==> src/rtl/sal_pkg.sv <==
`default_nettype none

package sal_pkg;

  localparam int unsigned ADDR_W         = 64;
  localparam int unsigned SIZE_W         = 40;
  localparam int unsigned ALIGN_LOG2_W   = 5;
  // widest alignment mask: 2^31 - 1
  localparam int unsigned AMASK_W        = 31;
  localparam int unsigned PAGE_SIZE_DEF  = 4096;
  localparam logic [ADDR_W-1:0] BASE_ADDR_RST = 64'h0000_0000_0040_0000;

  // kind of the previously laid out section
  typedef enum logic [1:0] {
    KIND_START,
    KIND_ALLOC,
    KIND_BSS,
    KIND_NONALLOC
  } kind_t;

  // section held in the input register, alignment already decoded
  typedef struct packed {
    logic [SIZE_W-1:0]  size;
    logic [AMASK_W-1:0] amask;
    logic               alloc;
    logic               bss;
    logic               tls;
    logic               page_start;
    logic               last;
  } sal_item_t;

endpackage

`default_nettype wire

==> src/rtl/sal_in_if.sv <==
`default_nettype none

interface sal_in_if;
  logic        valid;
  logic        ready;
  logic [39:0] section_size;
  logic [4:0]  align_log2;
  logic        is_alloc;
  logic        is_bss;
  logic        is_tls;
  logic        start_new_page;
  logic        last_section;

  modport source (
    output valid, section_size, align_log2, is_alloc, is_bss, is_tls,
           start_new_page, last_section,
    input  ready
  );

  modport sink (
    input  valid, section_size, align_log2, is_alloc, is_bss, is_tls,
           start_new_page, last_section,
    output ready
  );
endinterface

`default_nettype wire

==> src/rtl/sal_out_if.sv <==
`default_nettype none

interface sal_out_if;
  logic        valid;
  logic        ready;
  logic [63:0] section_addr;
  logic [63:0] file_offset;
  logic [63:0] file_end;
  logic        order_error;

  modport source (
    output valid, section_addr, file_offset, file_end, order_error,
    input  ready
  );

  modport sink (
    input  valid, section_addr, file_offset, file_end, order_error,
    output ready
  );
endinterface

`default_nettype wire

==> src/rtl/sal_in_stage.sv <==
`default_nettype none

module sal_in_stage
  import sal_pkg::*;
(
  input  wire logic  clk,
  input  wire logic  rst_n,
  sal_in_if.sink     in_sec,
  input  wire logic  take,
  output sal_item_t  item,
  output logic       item_valid
);

  logic      valid_r;
  sal_item_t item_r;
  sal_item_t item_nxt;

  // register is free when empty or when its section moves on this cycle
  assign in_sec.ready = !valid_r || take;

  // decode the alignment into a low-bit mask on the way in
  always_comb begin
    item_nxt.size       = in_sec.section_size;
    item_nxt.amask      = AMASK_W'((32'd1 << in_sec.align_log2) - 32'd1);
    item_nxt.alloc      = in_sec.is_alloc;
    item_nxt.bss        = in_sec.is_bss;
    item_nxt.tls        = in_sec.is_tls;
    item_nxt.page_start = in_sec.start_new_page;
    item_nxt.last       = in_sec.last_section;
  end

  always_ff @(posedge clk) begin
    if (!rst_n) begin
      valid_r <= 1'b0;
    end else if (in_sec.valid && in_sec.ready) begin
      valid_r <= 1'b1;
    end else if (take) begin
      valid_r <= 1'b0;
    end
  end

  // payload, no reset
  always_ff @(posedge clk) begin
    if (in_sec.valid && in_sec.ready) begin
      item_r <= item_nxt;
    end
  end

  assign item       = item_r;
  assign item_valid = valid_r;

endmodule

`default_nettype wire

==> src/rtl/sal_layout_core.sv <==
`default_nettype none

module sal_layout_core
  import sal_pkg::*;
#(
  parameter int unsigned PAGE_SIZE = PAGE_SIZE_DEF
) (
  input  wire logic              clk,
  input  wire logic              rst_n,
  input  wire logic              cfg_we,
  input  wire logic [ADDR_W-1:0] cfg_wdata,
  input  wire sal_item_t         item,
  input  wire logic              item_valid,
  output logic                   take,
  sal_out_if.source              out_res
);

  localparam int unsigned PW = $clog2(PAGE_SIZE);
  localparam logic [AMASK_W-1:0] PAGE_MASK = AMASK_W'(PAGE_SIZE - 1);

  logic [ADDR_W-1:0] base_addr_r;
  logic [ADDR_W-1:0] vaddr_r, vaddr_nxt;
  logic [ADDR_W-1:0] foff_r, foff_nxt;
  kind_t             kind_r, kind_nxt;

  logic              out_valid_r;
  logic [ADDR_W-1:0] addr_r, addr_nxt;
  logic [ADDR_W-1:0] off_r, off_nxt;
  logic [ADDR_W-1:0] end_r, end_nxt;
  logic              err_r, err_nxt;

  logic              alloc_eff;
  logic              open_grp;
  logic [AMASK_W-1:0] vmask;
  logic [ADDR_W-1:0] delta;
  logic [ADDR_W-1:0] v;
  logic [PW-1:0]     k1, f1_low, k2;
  logic [PW:0]       k12;
  logic [AMASK_W-1:0] fpad;
  logic [ADDR_W-1:0] size_ext;

  // a section moves into the result register when it is empty or drained
  assign take = item_valid && (!out_valid_r || out_res.ready);

  always_comb begin
    size_ext  = {{(ADDR_W-SIZE_W){1'b0}}, item.size};
    err_nxt   = item.alloc && (kind_r == KIND_NONALLOC);
    alloc_eff = item.alloc && (kind_r != KIND_NONALLOC);
    open_grp  = (kind_r == KIND_START) || ((kind_r == KIND_BSS) && !item.bss);

    // page and section alignment merge into one mask (both powers of two)
    vmask = item.amask | (item.page_start ? PAGE_MASK : '0);
    delta = {{(ADDR_W-AMASK_W){1'b0}},
             (~vaddr_r[AMASK_W-1:0] + AMASK_W'(1)) & vmask};
    v     = vaddr_r + delta;

    // page skew of the file offset, done on the low bits only
    k1     = open_grp ? (vaddr_r[PW-1:0] - foff_r[PW-1:0]) : '0;
    f1_low = foff_r[PW-1:0] + k1;
    k2     = v[PW-1:0] - f1_low;
    k12    = {1'b0, k1} + {1'b0, k2};

    // padding for a non-allocated section
    fpad = (~foff_r[AMASK_W-1:0] + AMASK_W'(1)) & item.amask;

    vaddr_nxt = vaddr_r;
    kind_nxt  = KIND_NONALLOC;
    addr_nxt  = '0;
    if (alloc_eff && !item.bss) begin
      off_nxt   = foff_r + {{(ADDR_W-PW){1'b0}}, k1} + delta;
      foff_nxt  = off_nxt + size_ext;
      vaddr_nxt = v + size_ext;
      addr_nxt  = v;
      kind_nxt  = KIND_ALLOC;
    end else if (alloc_eff) begin
      off_nxt   = foff_r + {{(ADDR_W-PW-1){1'b0}}, k12};
      foff_nxt  = off_nxt;
      vaddr_nxt = item.tls ? v : v + size_ext;
      addr_nxt  = v;
      kind_nxt  = KIND_BSS;
    end else begin
      off_nxt  = foff_r + {{(ADDR_W-AMASK_W){1'b0}}, fpad};
      foff_nxt = off_nxt + size_ext;
    end

    end_nxt = item.last ? foff_nxt : '0;
  end

  // configuration register
  always_ff @(posedge clk) begin
    if (!rst_n) begin
      base_addr_r <= BASE_ADDR_RST;
    end else if (cfg_we) begin
      base_addr_r <= cfg_wdata;
    end
  end

  // running layout state, back to start after the last section
  always_ff @(posedge clk) begin
    if (!rst_n) begin
      vaddr_r <= BASE_ADDR_RST;
      foff_r  <= '0;
      kind_r  <= KIND_START;
    end else if (take) begin
      if (item.last) begin
        vaddr_r <= base_addr_r;
        foff_r  <= '0;
        kind_r  <= KIND_START;
      end else begin
        vaddr_r <= vaddr_nxt;
        foff_r  <= foff_nxt;
        kind_r  <= kind_nxt;
      end
    end
  end

  // result register valid
  always_ff @(posedge clk) begin
    if (!rst_n) begin
      out_valid_r <= 1'b0;
    end else if (take) begin
      out_valid_r <= 1'b1;
    end else if (out_res.ready) begin
      out_valid_r <= 1'b0;
    end
  end

  // result payload
  always_ff @(posedge clk) begin
    if (take) begin
      addr_r <= addr_nxt;
      off_r  <= off_nxt;
      end_r  <= end_nxt;
      err_r  <= err_nxt;
    end
  end

  assign out_res.valid        = out_valid_r;
  assign out_res.section_addr = addr_r;
  assign out_res.file_offset  = off_r;
  assign out_res.file_end     = end_r;
  assign out_res.order_error  = err_r;

endmodule

`default_nettype wire

==> src/rtl/section_address_layout.sv <==
`default_nettype none

// Section address and file offset layout. Sorted output sections arrive one
// per transfer on in_sec; each yields one transfer on out_res with its virtual
// address, file offset, the file size when it is the last section, and an
// order error flag. A section can be accepted every clock while out_res.ready
// is high; its result passes through the input register and then the result
// register before it is presented on out_res. The running address and offset
// advance in the cycle in which a section moves from the input register to the
// result register; a result held by a deasserted out_res.ready keeps the next
// section in the input register and so stalls in_sec. A write to the base
// address takes effect after the next last section, and reset restores the
// default base; the running state returns to start after every last section.
module section_address_layout
  import sal_pkg::*;
#(
  parameter int unsigned PAGE_SIZE = PAGE_SIZE_DEF
) (
  input  wire logic              clk,
  input  wire logic              rst_n,
  input  wire logic              cfg_we,
  input  wire logic [ADDR_W-1:0] cfg_wdata,
  sal_in_if.sink                 in_sec,
  sal_out_if.source              out_res
);

  sal_item_t item;
  logic      item_valid;
  logic      take;

  // input register with alignment decode
  sal_in_stage u_in_stage (
    .clk        (clk),
    .rst_n      (rst_n),
    .in_sec     (in_sec),
    .take       (take),
    .item       (item),
    .item_valid (item_valid)
  );

  // running layout state and result register
  sal_layout_core #(
    .PAGE_SIZE (PAGE_SIZE)
  ) u_layout_core (
    .clk        (clk),
    .rst_n      (rst_n),
    .cfg_we     (cfg_we),
    .cfg_wdata  (cfg_wdata),
    .item       (item),
    .item_valid (item_valid),
    .take       (take),
    .out_res    (out_res)
  );

endmodule

`default_nettype wire

==> src/flat_wrapper.sv <==
// flat-port wrapper written by rule: the top's interface ports become plain ports
module section_address_layout_flat import sal_pkg::*;
#(
  parameter int unsigned PAGE_SIZE = PAGE_SIZE_DEF
)
  (clk, rst_n, cfg_we, cfg_wdata, in_sec_valid, in_sec_section_size, in_sec_align_log2, in_sec_is_alloc, in_sec_is_bss, in_sec_is_tls, in_sec_start_new_page, in_sec_last_section, in_sec_ready, out_res_valid, out_res_section_addr, out_res_file_offset, out_res_file_end, out_res_order_error, out_res_ready);
  sal_in_if in_sec_i ();
  sal_out_if out_res_i ();
  input  wire logic clk;
  input  wire logic rst_n;
  input  wire logic cfg_we;
  input  wire logic [ADDR_W-1:0] cfg_wdata;
  input wire logic [$bits(in_sec_i.valid)-1:0] in_sec_valid;
  input wire logic [$bits(in_sec_i.section_size)-1:0] in_sec_section_size;
  input wire logic [$bits(in_sec_i.align_log2)-1:0] in_sec_align_log2;
  input wire logic [$bits(in_sec_i.is_alloc)-1:0] in_sec_is_alloc;
  input wire logic [$bits(in_sec_i.is_bss)-1:0] in_sec_is_bss;
  input wire logic [$bits(in_sec_i.is_tls)-1:0] in_sec_is_tls;
  input wire logic [$bits(in_sec_i.start_new_page)-1:0] in_sec_start_new_page;
  input wire logic [$bits(in_sec_i.last_section)-1:0] in_sec_last_section;
  output wire logic [$bits(in_sec_i.ready)-1:0] in_sec_ready;
  output wire logic [$bits(out_res_i.valid)-1:0] out_res_valid;
  output wire logic [$bits(out_res_i.section_addr)-1:0] out_res_section_addr;
  output wire logic [$bits(out_res_i.file_offset)-1:0] out_res_file_offset;
  output wire logic [$bits(out_res_i.file_end)-1:0] out_res_file_end;
  output wire logic [$bits(out_res_i.order_error)-1:0] out_res_order_error;
  input wire logic [$bits(out_res_i.ready)-1:0] out_res_ready;
  assign in_sec_i.valid = in_sec_valid;
  assign in_sec_i.section_size = in_sec_section_size;
  assign in_sec_i.align_log2 = in_sec_align_log2;
  assign in_sec_i.is_alloc = in_sec_is_alloc;
  assign in_sec_i.is_bss = in_sec_is_bss;
  assign in_sec_i.is_tls = in_sec_is_tls;
  assign in_sec_i.start_new_page = in_sec_start_new_page;
  assign in_sec_i.last_section = in_sec_last_section;
  assign in_sec_ready = in_sec_i.ready;
  assign out_res_valid = out_res_i.valid;
  assign out_res_section_addr = out_res_i.section_addr;
  assign out_res_file_offset = out_res_i.file_offset;
  assign out_res_file_end = out_res_i.file_end;
  assign out_res_order_error = out_res_i.order_error;
  assign out_res_i.ready = out_res_ready;
  section_address_layout #(.PAGE_SIZE(PAGE_SIZE)) u_core (.clk(clk), .rst_n(rst_n), .cfg_we(cfg_we), .cfg_wdata(cfg_wdata), .in_sec(in_sec_i), .out_res(out_res_i));
endmodule
==> config.mk <==
export PLATFORM = sky130hd
export DESIGN_NAME = section_address_layout_flat
export DESIGN_NICKNAME = d
export VERILOG_FILES = /design/src/rtl/sal_pkg.sv /design/src/rtl/sal_in_if.sv /design/src/rtl/sal_out_if.sv /design/src/rtl/sal_in_stage.sv /design/src/rtl/sal_layout_core.sv /design/src/rtl/section_address_layout.sv /design/src/flat_wrapper.sv
export SDC_FILE = /design/constraint.sdc
export NUM_CORES = 2
export LEC_CHECK = 0
export BUFFER_PORTS_ARGS = -buffer_cell sky130_fd_sc_hd__buf_2
export CAP_MARGIN = 0
export CORE_MARGIN = 5
export CORE_UTILIZATION = 56
export CTS_CLUSTER_SIZE = 8
export DETAILED_ROUTE_END_ITERATION = 10
export PLACE_DENSITY_LB_ADDON = 0.12
export SETUP_SLACK_MARGIN = 0.15
export SYNTH_ARGS = -nofsm -noshare
export SYNTH_HDL_FRONTEND = slang
export SYNTH_HIERARCHICAL = 1
export SYNTH_SLANG_ARGS = --single-unit
==> constraint.sdc <==
create_clock -name clk -period 18 [get_ports clk]
set_input_delay 3.6 -clock clk [delete_from_list [all_inputs] [get_ports clk]]
set_output_delay 3.6 -clock clk [all_outputs]
set_load 0.01 [all_outputs]
==> results.json <==
{
  "numCtsBuffers": 68,
  "grt_util_met1": 0.507,
  "status": "completed",
  "synth_fp_nets": 5270,
  "cp_slowest_cell": "o21ai_0",
  "hold_viol": 0,
  "grt_max_degree": 77,
  "dp_hpwl_um": 117000,
  "crit_top_cell": "a21oi_1",
  "htree_num_levels": 3,
  "p_int_mw": 3.96,
  "synth_largest_area_cell": "edfxtp_1",
  "synth_common_cells": "nor2_1 (536), nand2_1 (410), a21oi_1 (345)",
  "rows": 97,
  "synth_cell_types": 117,
  "path_class": "register to register",
  "vias": 39200,
  "grt-ovfl-total": 0,
  "drc": 0,
  "syn_avg_cell_area_um2": 8.19,
  "synthTopCellsByArea": "edfxtp_1 (20%), dfxtp_1 (9.8%), ha_1 (7.7%), nor2_1 (5.0%), xnor2_1 (4.9%)",
  "routed_wl_um": 151000,
  "worst_slew_pin_slew_ns": 1.23,
  "synth_sequential_area_ratio": 0.301,
  "grt-busiest-layer": "met2",
  "layout.cells.non_filler": 6048,
  "routabilityCongestion": 1.03,
  "ios": 314,
  "nNetsFinal": 5455,
  "dominantRegCellSynth": "edfxtp_1",
  "yosys.area.top_type_share": 0.203,
  "p_comb_frac": 0.663,
  "cp.arrival_ns": 10.89,
  "use_met3": 0.106,
  "max_freq_mhz": 96.0,
  "setup_tns_ns": 0,
  "critical_path.n_buffers_inverters": 2,
  "cp_max_fo": 11,
  "io_buffers": 313,
  "p_per_area_nw_per_um2": 177,
  "fin_crit_ns": 10.42,
  "drt-initial-drc-count": 4578,
  "synthCells": 4868,
  "cp_top_family": "compound AO/OA/AOI/OAI gates",
  "pre_cts_ws_ns": 7.89,
  "seqPwrFrac": 0.179,
  "netlist_area_um2": 39900,
  "hold_buffers": 0,
  "root_buffer": "clkbuf_16",
  "grt_pass1_wl_um": 224000,
  "dr.pass1.iters": 6,
  "via_per_inst": 6.48,
  "cellLeakagePower_nw": 18.3,
  "antenna_found_initial": 6,
  "ys_ff_latch": 465,
  "yosys_warnings": 6,
  "max_cap_violations": 0,
  "dp_cells": 5923,
  "setup_violations": 0,
  "rsz0062_at_grt": "no",
  "wl_per_cell_um": 25.0,
  "hold_class": "register to register",
  "grt_usage": 0.373,
  "required_ns": 18.47,
  "clock_path_buffers": 3,
  "met2_usage": 0.561,
  "drive_gt1_frac": 0.109,
  "worstSkewPairLatency_ns": 0.63,
  "die_w_um": 277,
  "hold-worst-slack_ns": 0.469,
  "clkSlewWorstSetupHoldPaths_ns": 0.05,
  "switchingPower_mw": 3.87,
  "clock_power_share": 0.157,
  "cp-end-kind": "register",
  "design.die.area_um2": 76600,
  "slew_violations": 0,
  "critPathMaxStageDelay_ns": 0.67,
  "numClockSinks": 465,
  "async_flop_share": 0,
  "setup_ws_ns": 7.58,
  "slew_headroom": 0.175,
  "cts_tree": "yes",
  "fin_crit_sh": 0.579,
  "postCtsSetupRepairBufs": 0,
  "first_global_vias": 36400,
  "synth_edf_count": 269,
  "fin_skew_ns": 0.0332,
  "yosysMostFrequentCell": "nor2_1",
  "core_area_um2": 70300,
  "fp.dieH_um": 277,
  "drtAntennaViolNets": 0,
  "ctsResizeCount": 0,
  "start_util": 0.567,
  "start_kind": "register",
  "swShare": 0.495,
  "peakVddDrop_mv": 0.317,
  "area_delta_synth_final_pct": 10.7
}
power groups by stage:
stage	registers (mW)	logic, mW	clock network (mW)
2_1_floorplan	1.38	3.56	0
3_3_place_gp	1.42	4.93	0
3_5_place_dp	1.42	4.95	0
4_1_cts	1.40	4.99	1.25
5_1_grt	1.41	5.61	1.30
6_report	1.40	5.19	1.23
flip-flops by register name (all words and copies together), names as in the netlist:
name                                       cells
u_core/u_layout_core/out_res.file_offset      64
u_core/u_in_stage/item_valid                   1
u_core/u_in_stage/item                        76
u_core/u_layout_core/out_res.valid             1
u_core/u_layout_core/kind_r                    2
u_core/u_layout_core/out_res.order_error       1
u_core/u_layout_core/foff_r                   64
u_core/u_layout_core/base_addr_r              64
u_core/u_layout_core/out_res.section_addr     64
u_core/u_layout_core/out_res.file_end         64
u_core/u_layout_core/vaddr_r                  64
worst paths after layout:
| check | startpoint | to | slack, ns | cells after the start |
|---|---|---|---|---|
| worst max-delay path | u_core/u_layout_core/foff_r[1] | u_core/u_layout_core/out_res.file_end[60] | 7.58 | 45 |
| worst min-delay path | u_core/u_in_stage/item_valid | u_core/u_layout_core/out_res.valid | 0.47 | 2 |
| worst max register to register | u_core/u_layout_core/foff_r[1] | u_core/u_layout_core/out_res.file_end[60] | 7.58 | 45 |
| worst min register to register | u_core/u_in_stage/item_valid | u_core/u_layout_core/out_res.valid | 0.47 | 2 |
per-layer routing:
layer	vias up	wire, µm
li1	18200	-
met1	18400	61700
met2	2215	63500
met3	383	18600
met4	4	7360
met5	-	21
through the flow:
step           instance area, µm²  utilization  power (mW)
2_1_floorplan               39900            -        4.94
3_3_place_gp                42100        0.599        6.35
3_5_place_dp                42100        0.599        6.37
4_1_cts                     44100        0.628        7.63
5_1_grt                     44100        0.628        8.32
6_report                    44100        0.628        7.83
cell usage in the layout, fill, tap and decap left out, types with 20 or more instances in the layout:
master / n
and2_1: 68
inv_1: 208
nand3_1: 154
fa_1: 39
buf_4: 65
o21ai_0: 325
nor3_1: 110
nor2b_1: 38
mux2i_1: 76
a21oi_1: 344
a21o_1: 130
a221oi_1: 20
clkbuf_1: 47
xnor2_1: 223
a21boi_0: 23
nor4_1: 44
nand2b_1: 45
a22oi_1: 28
or3_1: 56
buf_2: 312
nor2_1: 534
dfxtp_1: 196
a211oi_1: 49
ha_1: 244
o31ai_1: 33
nand4_1: 69
o21a_1: 49
or2_2: 26
edfxtp_1: 269
xor2_1: 188
and3_1: 76
o211ai_1: 93
o21bai_1: 38
a31oi_1: 45
nand2_1: 408
clkbuf_16: 68
final cells by class:
type	count	area [µm²]
Multi-Input combinational cell	3929	26100
Clock buffer	116	1890
Antenna cell	1	2.50
Fill cell	6230	26100
Clock inverter	8	164
Tap cell	940	1180
Inverter	212	808
Sequential cell	465	12000
Timing Repair Buffer	377	2050
cells by family (layout without fill, tap and decap cells):
group                      after synthesis  count (layout)  share of synthesized area
and+or+nand+nor                       1766            1766                      0.218
AOI/OAI and AO/OA                     1390            1390                      0.227
buffers and inverters                  474             713                     0.0473
DFF                                    465             465                      0.301
xor gates and xnor gates               411             411                     0.0903
adders and majority gates              283             283                     0.0961
muxes                                   79              79                     0.0199
other                                    0               1                          0
worst min-delay path: stages, from the launching register on:
cell     delay, ns
dfxtp_1       0.32
inv_1         0.05
a21oi_1       0.05
No activity file was read; power rests on OpenSTA's default activity.
